## config.mk

```make
export PLATFORM = sky130hd
export DESIGN_NAME = line_editor_buffer
export DESIGN_NICKNAME = d
export VERILOG_FILES = /design/src/rtl/leb_pkg.sv /design/src/rtl/leb_front.sv /design/src/rtl/leb_back.sv /design/src/rtl/line_editor_buffer.sv
export SDC_FILE = /design/constraint.sdc
export NUM_CORES = 1
export LEC_CHECK = 0
export ABC_AREA = 1
export BUFFER_PORTS_ARGS = -buffer_cell sky130_fd_sc_hd__buf_2
export CAP_MARGIN = 20
export CORE_MARGIN = 1
export CORE_UTILIZATION = 26
export CTS_CLUSTER_DIAMETER = 80
export DETAILED_ROUTE_END_ITERATION = 7
export RECOVER_POWER = 50
export SYNTH_ARGS = -nofsm -noshare
export SYNTH_HDL_FRONTEND = slang
export SYNTH_HIERARCHICAL = 1
export SYNTH_SLANG_ARGS = --single-unit
```

## constraint.sdc

```tcl
create_clock -name clk -period 3.3 [get_ports clk]
set_clock_uncertainty 0.1 [all_clocks]
set_input_delay 0.495 -clock clk [delete_from_list [all_inputs] [get_ports clk]]
set_output_delay 0.495 -clock clk [all_outputs]
set_load 0.01 [all_outputs]
```

## src/rtl/leb_pkg.sv

```systemverilog
`default_nettype none

package leb_pkg;

  // Default line capacity in characters.
  localparam int MAX_LEN_DEF = 64;

  // Width of the length, cursor and character result fields.
  localparam int FIELD_W = 7;

  // Reset value of the capacity register.
  localparam logic [6:0] MAX_CHARS_RST = 7'd64;

  // Printable ASCII range accepted by the type command.
  localparam logic [7:0] CHAR_LOW  = 8'd32;
  localparam logic [7:0] CHAR_HIGH = 8'd126;

  // Keystroke command codes on the input channel.
  localparam logic [3:0] CMD_TYPE  = 4'd0;
  localparam logic [3:0] CMD_BKSP  = 4'd1;
  localparam logic [3:0] CMD_DEL   = 4'd2;
  localparam logic [3:0] CMD_LEFT  = 4'd3;
  localparam logic [3:0] CMD_RIGHT = 4'd4;
  localparam logic [3:0] CMD_HOME  = 4'd5;
  localparam logic [3:0] CMD_END   = 4'd6;
  localparam logic [3:0] CMD_CLEAR = 4'd7;
  localparam logic [3:0] CMD_READ  = 4'd8;

  // Classified operations passed from the front end to the editing engine.
  localparam logic [3:0] OP_NOP    = 4'd0;
  localparam logic [3:0] OP_INSERT = 4'd1;
  localparam logic [3:0] OP_BKSP   = 4'd2;
  localparam logic [3:0] OP_DEL    = 4'd3;
  localparam logic [3:0] OP_LEFT   = 4'd4;
  localparam logic [3:0] OP_RIGHT  = 4'd5;
  localparam logic [3:0] OP_HOME   = 4'd6;
  localparam logic [3:0] OP_END    = 4'd7;
  localparam logic [3:0] OP_CLEAR  = 4'd8;
  localparam logic [3:0] OP_READ   = 4'd9;

  typedef struct packed {
    logic [3:0] command;
    logic [7:0] char_code;
  } in_item_t;

  typedef struct packed {
    logic               consumed;
    logic [FIELD_W-1:0] text_length;
    logic [FIELD_W-1:0] cursor_pos;
    logic [FIELD_W-1:0] char_out;
    logic               char_valid;
    logic               last;
  } out_item_t;

  typedef struct packed {
    logic [3:0]         op;
    logic [FIELD_W-1:0] ch;
  } op_item_t;

endpackage

`default_nettype wire

```

## src/rtl/leb_front.sv

```systemverilog
`default_nettype none

module leb_front (
  input  wire logic               clk,
  input  wire logic               rst_n,
  input  wire logic               in_valid,
  output logic                    in_ready,
  input  wire leb_pkg::in_item_t  in_data,
  output logic                    q_valid,
  input  wire logic               q_pop,
  output leb_pkg::op_item_t       q_item
);

  leb_pkg::op_item_t slot_r [2];
  leb_pkg::op_item_t cls_item;
  logic              wr_ptr_r, wr_ptr_nxt;
  logic              rd_ptr_r, rd_ptr_nxt;
  logic [1:0]        count_r, count_nxt;
  logic              push;
  logic              pop;

  // Classify the keystroke; a refused code or an unused command becomes a no-op.
  always_comb begin
    cls_item.ch = in_data.char_code[leb_pkg::FIELD_W-1:0];
    case (in_data.command)
      leb_pkg::CMD_TYPE: begin
        if (in_data.char_code >= leb_pkg::CHAR_LOW && in_data.char_code <= leb_pkg::CHAR_HIGH) begin
          cls_item.op = leb_pkg::OP_INSERT;
        end else begin
          cls_item.op = leb_pkg::OP_NOP;
        end
      end
      leb_pkg::CMD_BKSP:  cls_item.op = leb_pkg::OP_BKSP;
      leb_pkg::CMD_DEL:   cls_item.op = leb_pkg::OP_DEL;
      leb_pkg::CMD_LEFT:  cls_item.op = leb_pkg::OP_LEFT;
      leb_pkg::CMD_RIGHT: cls_item.op = leb_pkg::OP_RIGHT;
      leb_pkg::CMD_HOME:  cls_item.op = leb_pkg::OP_HOME;
      leb_pkg::CMD_END:   cls_item.op = leb_pkg::OP_END;
      leb_pkg::CMD_CLEAR: cls_item.op = leb_pkg::OP_CLEAR;
      leb_pkg::CMD_READ:  cls_item.op = leb_pkg::OP_READ;
      default:            cls_item.op = leb_pkg::OP_NOP;
    endcase
  end

  // Two-entry queue toward the editing engine.
  assign in_ready = (count_r != 2'd2);
  assign q_valid  = (count_r != 2'd0);
  assign q_item   = slot_r[rd_ptr_r];
  assign push     = in_valid && in_ready;
  assign pop      = q_pop && q_valid;

  always_comb begin
    wr_ptr_nxt = push ? ~wr_ptr_r : wr_ptr_r;
    rd_ptr_nxt = pop ? ~rd_ptr_r : rd_ptr_r;
    count_nxt  = count_r;
    if (push && !pop) begin
      count_nxt = count_r + 2'd1;
    end else if (pop && !push) begin
      count_nxt = count_r - 2'd1;
    end
  end

  always_ff @(posedge clk) begin
    if (!rst_n) begin
      wr_ptr_r <= 1'b0;
      rd_ptr_r <= 1'b0;
      count_r  <= 2'd0;
    end else begin
      wr_ptr_r <= wr_ptr_nxt;
      rd_ptr_r <= rd_ptr_nxt;
      count_r  <= count_nxt;
    end
  end

  // Queue slots hold payload only.
  always_ff @(posedge clk) begin
    if (push) begin
      slot_r[wr_ptr_r] <= cls_item;
    end
  end

endmodule

`default_nettype wire

```

## src/rtl/leb_back.sv

```systemverilog
`default_nettype none

module leb_back #(
  parameter int MAX_LEN = leb_pkg::MAX_LEN_DEF
) (
  input  wire logic                         clk,
  input  wire logic                         rst_n,
  input  wire logic                         cfg_we,
  input  wire logic [leb_pkg::FIELD_W-1:0]  cfg_wdata,
  input  wire logic                         q_valid,
  output logic                              q_pop,
  input  wire leb_pkg::op_item_t            q_item,
  output logic                              out_valid,
  input  wire logic                         out_ready,
  output leb_pkg::out_item_t                out_data
);

  localparam int LEN_W = $clog2(MAX_LEN + 1);
  localparam int AW    = (MAX_LEN > 1) ? $clog2(MAX_LEN) : 1;
  localparam int CMP_W = (LEN_W > leb_pkg::FIELD_W) ? LEN_W : leb_pkg::FIELD_W;
  localparam int FW    = leb_pkg::FIELD_W;

  localparam logic [2:0] ST_IDLE    = 3'd0;
  localparam logic [2:0] ST_SHIFT   = 3'd1;
  localparam logic [2:0] ST_PUT     = 3'd2;
  localparam logic [2:0] ST_RD_REQ  = 3'd3;
  localparam logic [2:0] ST_RD_EMIT = 3'd4;
  localparam logic [2:0] ST_RESULT  = 3'd5;

  logic [FW-1:0]      mem [MAX_LEN];
  logic [FW-1:0]      rd_data_r;

  logic [2:0]         state_r, state_nxt;
  logic [LEN_W-1:0]   length_r, length_nxt;
  logic [LEN_W-1:0]   cursor_r, cursor_nxt;
  logic [FW-1:0]      max_chars_r, max_chars_nxt;
  logic [LEN_W-1:0]   rd_idx_r, rd_idx_nxt;
  logic [LEN_W-1:0]   wr_idx_r, wr_idx_nxt;
  logic [LEN_W-1:0]   rd_left_r, rd_left_nxt;
  logic               pend_r, pend_nxt;
  logic               up_r, up_nxt;
  logic [FW-1:0]      ch_r, ch_nxt;
  logic               consumed_r, consumed_nxt;
  logic               out_valid_r, out_valid_nxt;
  leb_pkg::out_item_t out_data_r, out_data_nxt;

  logic               mem_we;
  logic [AW-1:0]      mem_waddr;
  logic [FW-1:0]      mem_wdata;
  logic               mem_re;
  logic [AW-1:0]      mem_raddr;

  logic [CMP_W-1:0]   cap;
  logic               can_insert;
  logic               out_free;
  logic               rd_last;

  // Effective capacity is the register saturated to the store depth.
  assign cap = (CMP_W'(max_chars_r) > CMP_W'(MAX_LEN)) ? CMP_W'(MAX_LEN) : CMP_W'(max_chars_r);
  assign can_insert = CMP_W'(length_r) < cap;
  assign out_free   = !out_valid_r || out_ready;
  assign rd_last    = (rd_idx_r == length_r - LEN_W'(1));

  assign out_valid = out_valid_r;
  assign out_data  = out_data_r;

  // Editing sequencer: starts an operation, shifts the store one entry a cycle, reports.
  always_comb begin
    state_nxt     = state_r;
    length_nxt    = length_r;
    cursor_nxt    = cursor_r;
    max_chars_nxt = cfg_we ? cfg_wdata : max_chars_r;
    rd_idx_nxt    = rd_idx_r;
    wr_idx_nxt    = wr_idx_r;
    rd_left_nxt   = rd_left_r;
    pend_nxt      = pend_r;
    up_nxt        = up_r;
    ch_nxt        = ch_r;
    consumed_nxt  = consumed_r;
    out_valid_nxt = out_valid_r && !out_ready;
    out_data_nxt  = out_data_r;
    q_pop         = 1'b0;
    mem_we        = 1'b0;
    mem_waddr     = wr_idx_r[AW-1:0];
    mem_wdata     = rd_data_r;
    mem_re        = 1'b0;
    mem_raddr     = rd_idx_r[AW-1:0];

    case (state_r)
      ST_IDLE: begin
        if (q_valid) begin
          q_pop        = 1'b1;
          consumed_nxt = 1'b0;
          pend_nxt     = 1'b0;
          state_nxt    = ST_RESULT;
          case (q_item.op)
            leb_pkg::OP_INSERT: begin
              if (can_insert) begin
                consumed_nxt = 1'b1;
                up_nxt       = 1'b1;
                ch_nxt       = q_item.ch;
                rd_idx_nxt   = length_r - LEN_W'(1);
                wr_idx_nxt   = length_r;
                rd_left_nxt  = length_r - cursor_r;
                length_nxt   = length_r + LEN_W'(1);
                cursor_nxt   = cursor_r + LEN_W'(1);
                state_nxt    = ST_SHIFT;
              end
            end
            leb_pkg::OP_BKSP: begin
              if (length_r != '0 && cursor_r != '0) begin
                up_nxt      = 1'b0;
                wr_idx_nxt  = cursor_r - LEN_W'(1);
                rd_idx_nxt  = cursor_r;
                rd_left_nxt = length_r - cursor_r;
                cursor_nxt  = cursor_r - LEN_W'(1);
                length_nxt  = length_r - LEN_W'(1);
                state_nxt   = ST_SHIFT;
              end
            end
            leb_pkg::OP_DEL: begin
              if (length_r != '0 && cursor_r < length_r) begin
                up_nxt      = 1'b0;
                wr_idx_nxt  = cursor_r;
                rd_idx_nxt  = cursor_r + LEN_W'(1);
                rd_left_nxt = length_r - cursor_r - LEN_W'(1);
                length_nxt  = length_r - LEN_W'(1);
                state_nxt   = ST_SHIFT;
              end
            end
            leb_pkg::OP_LEFT: begin
              if (cursor_r != '0) begin
                cursor_nxt = cursor_r - LEN_W'(1);
              end
            end
            leb_pkg::OP_RIGHT: begin
              if (cursor_r < length_r) begin
                cursor_nxt = cursor_r + LEN_W'(1);
              end
            end
            leb_pkg::OP_HOME: cursor_nxt = '0;
            leb_pkg::OP_END:  cursor_nxt = length_r;
            leb_pkg::OP_CLEAR: begin
              length_nxt = '0;
              cursor_nxt = '0;
            end
            leb_pkg::OP_READ: begin
              if (length_r != '0) begin
                rd_idx_nxt = '0;
                state_nxt  = ST_RD_REQ;
              end
            end
            default: state_nxt = ST_RESULT;
          endcase
        end
      end

      ST_SHIFT: begin
        // Write the entry read in the previous cycle while reading the next one.
        if (pend_r) begin
          mem_we     = 1'b1;
          wr_idx_nxt = up_r ? wr_idx_r - LEN_W'(1) : wr_idx_r + LEN_W'(1);
        end
        if (rd_left_r != '0) begin
          mem_re      = 1'b1;
          rd_idx_nxt  = up_r ? rd_idx_r - LEN_W'(1) : rd_idx_r + LEN_W'(1);
          rd_left_nxt = rd_left_r - LEN_W'(1);
          pend_nxt    = 1'b1;
        end else begin
          pend_nxt = 1'b0;
          if (!pend_r) begin
            state_nxt = up_r ? ST_PUT : ST_RESULT;
          end
        end
      end

      ST_PUT: begin
        // The gap left by the shift is now at the old cursor.
        mem_we    = 1'b1;
        mem_wdata = ch_r;
        state_nxt = ST_RESULT;
      end

      ST_RD_REQ: begin
        mem_re    = 1'b1;
        state_nxt = ST_RD_EMIT;
      end

      ST_RD_EMIT: begin
        if (out_free) begin
          out_valid_nxt           = 1'b1;
          out_data_nxt.consumed   = 1'b0;
          out_data_nxt.text_length = FW'(length_r);
          out_data_nxt.cursor_pos = FW'(cursor_r);
          out_data_nxt.char_out   = rd_data_r;
          out_data_nxt.char_valid = 1'b1;
          out_data_nxt.last       = rd_last;
          rd_idx_nxt              = rd_idx_r + LEN_W'(1);
          state_nxt               = rd_last ? ST_IDLE : ST_RD_REQ;
        end
      end

      ST_RESULT: begin
        if (out_free) begin
          out_valid_nxt            = 1'b1;
          out_data_nxt.consumed    = consumed_r;
          out_data_nxt.text_length = FW'(length_r);
          out_data_nxt.cursor_pos  = FW'(cursor_r);
          out_data_nxt.char_out    = '0;
          out_data_nxt.char_valid  = 1'b0;
          out_data_nxt.last        = 1'b1;
          state_nxt                = ST_IDLE;
        end
      end

      default: state_nxt = ST_IDLE;
    endcase
  end

  // Control registers.
  always_ff @(posedge clk) begin
    if (!rst_n) begin
      state_r     <= ST_IDLE;
      length_r    <= '0;
      cursor_r    <= '0;
      max_chars_r <= leb_pkg::MAX_CHARS_RST;
      pend_r      <= 1'b0;
      out_valid_r <= 1'b0;
    end else begin
      state_r     <= state_nxt;
      length_r    <= length_nxt;
      cursor_r    <= cursor_nxt;
      max_chars_r <= max_chars_nxt;
      pend_r      <= pend_nxt;
      out_valid_r <= out_valid_nxt;
    end
  end

  // Working registers that carry payload only.
  always_ff @(posedge clk) begin
    rd_idx_r   <= rd_idx_nxt;
    wr_idx_r   <= wr_idx_nxt;
    rd_left_r  <= rd_left_nxt;
    up_r       <= up_nxt;
    ch_r       <= ch_nxt;
    consumed_r <= consumed_nxt;
    out_data_r <= out_data_nxt;
  end

  // Character store: one write and one registered read per cycle.
  always_ff @(posedge clk) begin
    if (mem_we) begin
      mem[mem_waddr] <= mem_wdata;
    end
    if (mem_re) begin
      rd_data_r <= mem[mem_raddr];
    end
  end

endmodule

`default_nettype wire

```

## src/rtl/line_editor_buffer.sv

```systemverilog
// Single-line text editor driven by keystroke items.
// Input channel (in_valid/in_ready/in_data) takes one command and key code per item.
// Result channel (out_valid/out_ready/out_data) returns one item per command, or one
// item per stored character for a read, the final one flagged by last.
// cfg_we/cfg_wdata write the capacity register (max_chars) with no wait; write it only
// while the block is idle.
// A cursor, clear, refused or unused command, or a read of an empty line, is taken
// from the queue in the idle state and reported through the result state and the
// output register. Type, backspace and delete shift the store one entry per cycle
// through its single read and write port; type then writes its character in the put
// state. A read of a non-empty line alternates the read request and emit states,
// presenting one character from each emit state.
// The engine works on one item at a time and takes the next from the queue only when
// idle. A two-entry queue sits between the decoder and the editing engine, so
// up to two further items are accepted while an edit is still in progress.
// Reset clears the text length and cursor and sets the capacity to 64; the store itself
// is not cleared, since only written entries are ever read.
// When the receiver stalls, the result waits in the output register, the engine holds,
// and the input side stops accepting once the queue is full.
`default_nettype none

module line_editor_buffer #(
  parameter int MAX_LEN = leb_pkg::MAX_LEN_DEF
) (
  input  wire logic                         clk,
  input  wire logic                         rst_n,
  input  wire logic                         in_valid,
  output logic                              in_ready,
  input  wire leb_pkg::in_item_t            in_data,
  output logic                              out_valid,
  input  wire logic                         out_ready,
  output leb_pkg::out_item_t                out_data,
  input  wire logic                         cfg_we,
  input  wire logic [leb_pkg::FIELD_W-1:0]  cfg_wdata
);

  logic              q_valid;
  logic              q_pop;
  leb_pkg::op_item_t q_item;

  // Decoder and command queue.
  leb_front u_front (
    .clk      (clk),
    .rst_n    (rst_n),
    .in_valid (in_valid),
    .in_ready (in_ready),
    .in_data  (in_data),
    .q_valid  (q_valid),
    .q_pop    (q_pop),
    .q_item   (q_item)
  );

  // Editing engine with the character store.
  leb_back #(
    .MAX_LEN (MAX_LEN)
  ) u_back (
    .clk       (clk),
    .rst_n     (rst_n),
    .cfg_we    (cfg_we),
    .cfg_wdata (cfg_wdata),
    .q_valid   (q_valid),
    .q_pop     (q_pop),
    .q_item    (q_item),
    .out_valid (out_valid),
    .out_ready (out_ready),
    .out_data  (out_data)
  );

endmodule

`default_nettype wire

```

==> flow_metrics.py, run 1 <==
metrics = {
    "outcome": {
        "status": "complete, no violations",
    },
    "floorplan": {
        "boundaryPins": 50,
        "die-area_mm2": 0.09765,
        "die_h_um": 312.5,
        "coreArea_mm2": 0.09529,
        "start_util_pct": 26.30,
        "fp.dieW_um": 312.5,
        "core.rowCount": 113,
    },
    "worst_setup_path": {
        "critPathLaunchType": "register",
        "end_kind": "register",
        "ff2ff_setup_slack_ns": 0.27,
        "cp_max_fo": 12,
        "rr_worst_depth": 12,
        "reg2reg_to": "u_back/rd_left_r[6]",
        "worstPathArrival_ns": 3.29,
        "critPathKind": "register to register",
        "cp.required_ns": 3.55,
    },
    "power_and_ir_drop": {
        "power.switching_mw": 11.24,
        "p_int_mw": 16.31,
        "vdd_ir_drop_max_mv": 0.8017,
        "leakage_nw": 10.75,
        "netSwitchingFraction_pct": 40.80,
        "powerDensity_mw_per_mm2": 951.9,
        "combPwrFrac_pct": 40.1,
        "power_frac_seq_pct": 36.3,
        "clkPwrFrac_pct": 23.6,
    },
    "sta": {
        "hold_viol": 0,
        "fin_setup_tns_ns": 0,
        "timing.final.crit_share_pct": 91.93,
        "rsz0062_at_grt": "false",
        "max_freq_mhz": 329.6,
        "slew_headroom_pct": 6.990,
        "drv_slew": 0,
        "tightest_slew_ns": 1.395,
        "finalCriticalPeriod_ns": 3.034,
        "setup_violations": 0,
    },
    "yosys": {
        "syn_inst": 2391,
        "yosysSeqAreaShare_pct": 65.97,
        "yosysWarnings": 6,
        "synth.most_common_cell": "nand2_1",
        "synth_edf_count": 530,
        "synth_area_per_cell_um2": 10.48,
        "synth_top_area_share_pct": 63.50,
        "yosysTopAreaCell": "edfxtp_1",
        "synthTopCellsByArea": "edfxtp_1 63%, nand2_1 14%, nor2_1 2.6%, dfxtp_1 2.5%, a21oi_1 2.0%",
        "syn_area_mm2": 0.02507,
        "ys_top_cells_by_count": "925 x nand2_1, 530 x edfxtp_1, 174 x nor2_1, 124 x inv_1, 102 x a21oi_1",
        "synth_seq_cells": 561,
        "synthArstFlopShare_pct": 0,
        "synth_flop_cell": "edfxtp_1",
        "synth_nets": 2446,
        "synthDistinctLibCells": 46,
    },
    "route": {
        "dr.pass1.iters": 5,
        "vias": 17550,
        "drt_wl_total_um": 66270,
        "via_per_inst": 4.628,
        "drtIter0Drc": 1811,
        "drc_errors": 0,
        "wl_per_cell_um": 17.48,
        "postRouteAntennaNets": 0,
    },
    "global_routing": {
        "grt_pass1_vias": 16620,
        "grtUsageTotal_pct": 13.18,
        "overflow": 0,
        "antenna_found_initial": 0,
        "grt_pass1_wl_um": 100800,
        "grt_max_degree": 116,
    },
    "clocking": {
        "clk_pin_slew_ns": 0.06,
        "ctsRootBufferMaster": "clkbuf_16",
        "clk_latency_ns": 0.64,
        "cts_buffers": 59,
        "cts_tree": "built",
        "htreeDepth": 2,
        "postCtsSetupBuffers": 0,
        "cts_max_path_buffers": 3,
        "clock-sinks": 561,
    },
    "place": {
        "portBuffers": 49,
        "gp_congestion": 0.9266,
        "dp.cells": 3668,
        "hpwl_um": 42930,
    },
    "cells_and_area": {
        "n_fill_cell": 9790,
        "antenna_cells": 0,
        "syn2layout_area_growth_pct": 15.48,
        "nNetsFinal": 2532,
        "layoutNonFillerInstCount": 3792,
        "layout-drive-gt1-share_pct": 6.925,
    },
    "min_path": {
        "hold-path-endpoint": "u_back/max_chars_r[6]",
        "hold_depth": 2,
        "worstHoldStart": "cfg_we",
        "hold_path_class": "primary input to register",
    },
    "run": {
        "max_cap_violations": 0,
    },
}
[power groups by stage]
stage / Combinational [mW] / Clock, mW / Sequential (mW)
after floorplan: 7.05 / 0 / 9.94
after global placement: 11.0 / 0 / 10.1
after detailed placement: 11.1 / 0 / 10.1
after CTS: 11.1 / 6.64 / 9.95
after global routing: 12.1 / 6.90 / 10.0
final: 11.1 / 6.51 / 9.99
[how the worst max path moves through the flow]
stage	to	slack (ns)	cells past startpoint
after floorplan	u_back/out_data[0]	0.55	2
after global placement	u_back/rd_idx_r[5]	0.21	12
after detailed placement	u_back/rd_idx_r[1]	0.23	13
after CTS	u_back/rd_idx_r[1]	0.22	13
after global routing	u_back/cursor_r[3]	0.08	18
final	u_back/rd_left_r[6]	0.27	12
[placed cells by master (no fill, tap or decap), types with 8 or more instances in the layout]
cell           instances
buf_12                 9
dlygate4sd3_1         13
a21oi_1              102
ha_1                  29
buf_2                 15
nor2_1               177
xor2_1                26
nand4_1               16
o2111ai_1             54
nand3_1               75
clkinv_1              20
buf_4                 29
clkbuf_1              66
clkinv_2              10
nand2_1              922
a21boi_0              53
clkbuf_16             60
edfxtp_1             530
nor3_1                20
dfxtp_1               31
o22ai_1                8
mux2_2                10
o21ai_0               45
inv_1                125
[final cells by class]
cell class	count	area, um2	area share [%]
inverters	136	521.8	1.802
multi-input cells	1599	7596	26.24
flip-flops and latches	561	16540	57.13
clock buffers	74	1554	5.368
clock inverters	37	341.6	1.180
well taps	1265	1583	5.468
repair buffers	120	814.5	2.814
[metal layers]
| metal | track usage (%) | wire length (um) | vias up |
|---|---|---|---|
| li1 | - | - | 8359 |
| met2 | 21.09 | 30740 | 569 |
| met5 | 0 | 0 | - |
| met1 | 18.49 | 29750 | 8504 |
| met4 | 3.714 | 1651 | 0 |
| met3 | 1.977 | 4127 | 119 |
[registers in the layout (all words and copies together), names as in the netlist, 2 cells and up, named ones only]
signal / cells
u_back/ch_r: 7
u_back/rd_data_r: 7
u_back/rd_idx_r: 7
u_back/rd_left_r: 7
u_front/slot_r: 22
u_back/max_chars_r: 7
u_front/count_r: 2
u_back/cursor_r: 7
u_back/length_r: 7
u_back/mem: 448
u_back/state_r: 3
u_back/wr_idx_r: 6
u_back/out_data: 24
[kinds of logic after synthesis]
logic type | Yosys count | share of synthesized area (%)
muxes | 11 | 0.4942
buffers and inverters | 231 | 3.744
adders and majority gates | 31 | 1.607
AOI/OAI and AO/OA | 290 | 7.498
DFF | 561 | 65.97
xor gates and xnor gates | 32 | 1.118
and+or+nand+nor | 1235 | 19.57
[what timing repair did]
| action | 4_1_cts | 5_1_grt |
|---|---|---|
| resized for setup | 0 | 1 |
| hold buffers | 13 | 0 |
| endpoints found under the setup margin | 0 | 7 |
| hold endpoints to repair | 19 | 0 |
[per-stage QoR]
stage                     setup WS, ns  util [%]  total power [mW]  cell area (um2)  hold WS [ns]
after CTS                       0.2204     30.53             27.70            29100      0.009479
after global placement          0.2093     28.41             21.12            27070        0.3825
after detailed placement        0.2345     28.41             21.15            27070        0.3938
after floorplan                 0.5520         -             16.99            25070        0.3029
final                           0.2664     30.38             27.55            28950       0.08531
after global routing           0.07809     30.38             29.06            28950        0.1029
[worst max-delay path: stages, from the launching register on]
cell      delay [ns]
dfxtp_1         0.42
mux2_1          0.43
inv_1           0.12
nand2_1         0.07
nor2_1          0.13
clkbuf_1        0.58
inv_2           0.22
nor3_2          0.23
nand2_1         0.08
nor2_1          0.16
nand3_1         0.09
nand2_1         0.08
o21ai_1         0.06
Note: power is estimated with default switching activity, not from simulation.
==> run 2: changes to the inputs <==
--- a/config.mk
+++ b/config.mk
@@ -17,3 +17,4 @@
 export SYNTH_HDL_FRONTEND = slang
 export SYNTH_HIERARCHICAL = 1
 export SYNTH_SLANG_ARGS = --single-unit
+export TNS_END_PERCENT = 30
==> constraint.sdc (replaced) <==
create_clock -name clk -period 2.79 [get_ports clk]
set_clock_uncertainty 0.1 [all_clocks]
set_input_delay 0.4185 -clock clk [delete_from_list [all_inputs] [get_ports clk]]
set_output_delay 0.4185 -clock clk [all_outputs]
set_load 0.01 [all_outputs]
==> flow_metrics.py, run 2 (synthesized netlist as in run 1, its figures left out) <==
metrics = {
    "outcome": {
        "status": "complete, no violations",
    },
    "cells_and_area": {
        "layout-drive-gt1-share_pct": 7.909,
        "stdcell_area_mm2": 0.02910,
        "postLayoutCoreUtil_pct": 30.54,
        "largest_reg_flops": 448,
        "final_cell_mix": "920 x nand2_1, 530 x edfxtp_1, 175 x nor2_1",
        "antenna_cells": 0,
        "layout_commonest_cell": "nand2_1",
        "syn2layout_area_growth_pct": 16.11,
        "top_register": "u_back/mem",
        "nNetsFinal": 2562,
    },
    "worst_setup_path": {
        "critPathLaunchType": "register",
        "critPathKind": "register to register",
        "critPathBufInv": 2,
        "cp_max_fo": 12,
        "slowest_stage": "mux2_2",
        "max_stage_delay_ns": 0.46,
        "worstPathArrival_ns": 3.14,
        "path_cells": "clkbuf_1 > mux2_2 > nor2_1 > nand3_1 > nand4_1 > nand2_1 > nor2_2 > nand2_1 > nor2_2 > buf_12 > nand2_1 > nand2_1 > nor2_1",
        "cp.required_ns": 3.18,
        "crit_family": "simple AND/OR/NAND/NOR gates",
        "cp_common_cell": "nand2_1",
        "end_kind": "register",
    },
    "route": {
        "drt_wl_total_um": 65870,
        "wl_per_cell_um": 17.25,
        "drc_errors": 0,
        "vias": 17610,
        "dr.pass1.iters": 6,
        "via_per_inst": 4.612,
        "postRouteAntennaNets": 0,
        "drtIter0Drc": 1568,
    },
    "global_routing": {
        "grt_max_degree": 79,
        "grt_pass1_wl_um": 101100,
        "overflow": 0,
        "grtUsageTotal_pct": 13.23,
        "antenna_found_initial": 0,
        "grt_pass1_vias": 17000,
    },
    "floorplan": {
        "core.rowCount": 113,
        "die_h_um": 312.5,
        "fp.dieW_um": 312.5,
        "die-area_mm2": 0.09765,
        "coreArea_mm2": 0.09529,
        "start_util_pct": 26.30,
        "boundaryPins": 50,
    },
    "clocking": {
        "clk_latency_ns": 0.63,
        "cts_tree": "built",
        "clk_pin_slew_ns": 0.06,
        "clock-sinks": 561,
        "htreeDepth": 2,
        "cts_buffers": 58,
        "ctsRootBufferMaster": "clkbuf_16",
        "postCtsSetupBuffers": 0,
        "cts_max_path_buffers": 3,
    },
    "power_and_ir_drop": {
        "powerDensity_mw_per_mm2": 1112,
        "vdd_ir_drop_max_mv": 0.7973,
        "leakage_nw": 10.85,
    },
    "sta": {
        "drv_slew": 0,
        "rsz0062_at_grt": "true",
        "tightest_slew_ns": 1.362,
        "slew_headroom_pct": 9.233,
        "finalCriticalPeriod_ns": 2.749,
        "hold_viol": 0,
        "setup_violations": 0,
        "max_freq_mhz": 363.8,
        "timing.final.crit_share_pct": 98.53,
    },
    "min_path": {
        "hold_path_class": "primary input to register",
    },
    "run": {
        "max_cap_violations": 0,
    },
    "place": {
        "placed_area_mm2": 0.02730,
        "gp_congestion": 0.8925,
        "portBuffers": 49,
        "hpwl_um": 43100,
    },
}
[run 2: cell types whose count changed in the layout (fill, tap and decap cells not counted), sizes merged]
cell and change:
bufinv -2, inv +1, clkinv -4, dlygate4sd3 +2, clkbuf +12, buf +20
clkinvlp -2
[run 2: path summary, 6_finish.rpt]
path | startpoint | to | slack, ns | cells past startpoint
worst min register to register | u_front/wr_ptr_r | u_front/wr_ptr_r | 0.40 | 2
worst min-delay path | out_ready | u_back/state_r[2] | 0.08 | 4
worst max-delay path | register | u_back/cursor_r[4] | 0.04 | 13
worst max register to register | register | u_back/cursor_r[4] | 0.04 | 13
[run 2: layer usage]
layer  GRT usage, %  vias up  part of all wire (%)
li1               -     8430                     -
met1          18.63     8483                    45
met2          21.13      605                    46
met3          2.011       94                   7.0
met4          3.570        0                   1.9
met5              0        -                     0
[run 2: report_power, final]
part           switching (mW)  internal [mW]  leakage, nW  total, mW
logic                    9.42           3.84         4.92       13.3
clock network            3.19           4.12        0.876       7.32
registers               0.547           11.2         5.05       11.8
total                    13.2           19.2         10.9       32.4
[run 2: worst reg2reg max path, cell delays in order (launching register included)]
cell,delay (ns)
dfxtp_1,0.40
clkbuf_1,0.38
mux2_2,0.46
nor2_1,0.15
nand3_1,0.26
nand4_1,0.19
nand2_1,0.07
nor2_2,0.10
nand2_1,0.07
nor2_2,0.15
buf_12,0.15
nand2_1,0.05
nand2_1,0.06
nor2_1,0.04
[run 2: area by class of cell]
class,instances,area [um2]
clock buffer,77,1523
clock inverter,30,261.5
fill,9830,66190
inverter,136,521.8
multi-input combinational,1599,7619
sequential,561,16540
tap,1265,1583
timing repair buffer,151,1061
[run 2: stage by stage]
step	setup slack, ns	cells	TNS (ns)	hold WS (ns)	total power [mW]
2_1_floorplan	0.06861	2391	0	0.3029	20.09
3_3_place_gp	0.06316	3697	0	0.3802	25.00
3_5_place_dp	0.01860	3697	0	0.3947	25.13
4_1_cts	0.04239	3819	0	0.03579	32.53
5_1_grt	-0.1153	3819	-6.464	0.09482	34.25
6_report	0.04101	3819	0	0.07656	32.35
[run 2: timing repair]
item,in CTS,in global routing
hold endpoints to repair,21,0
hold buffers,15,0
resized for setup,0,7
endpoints found under the setup margin,0,102
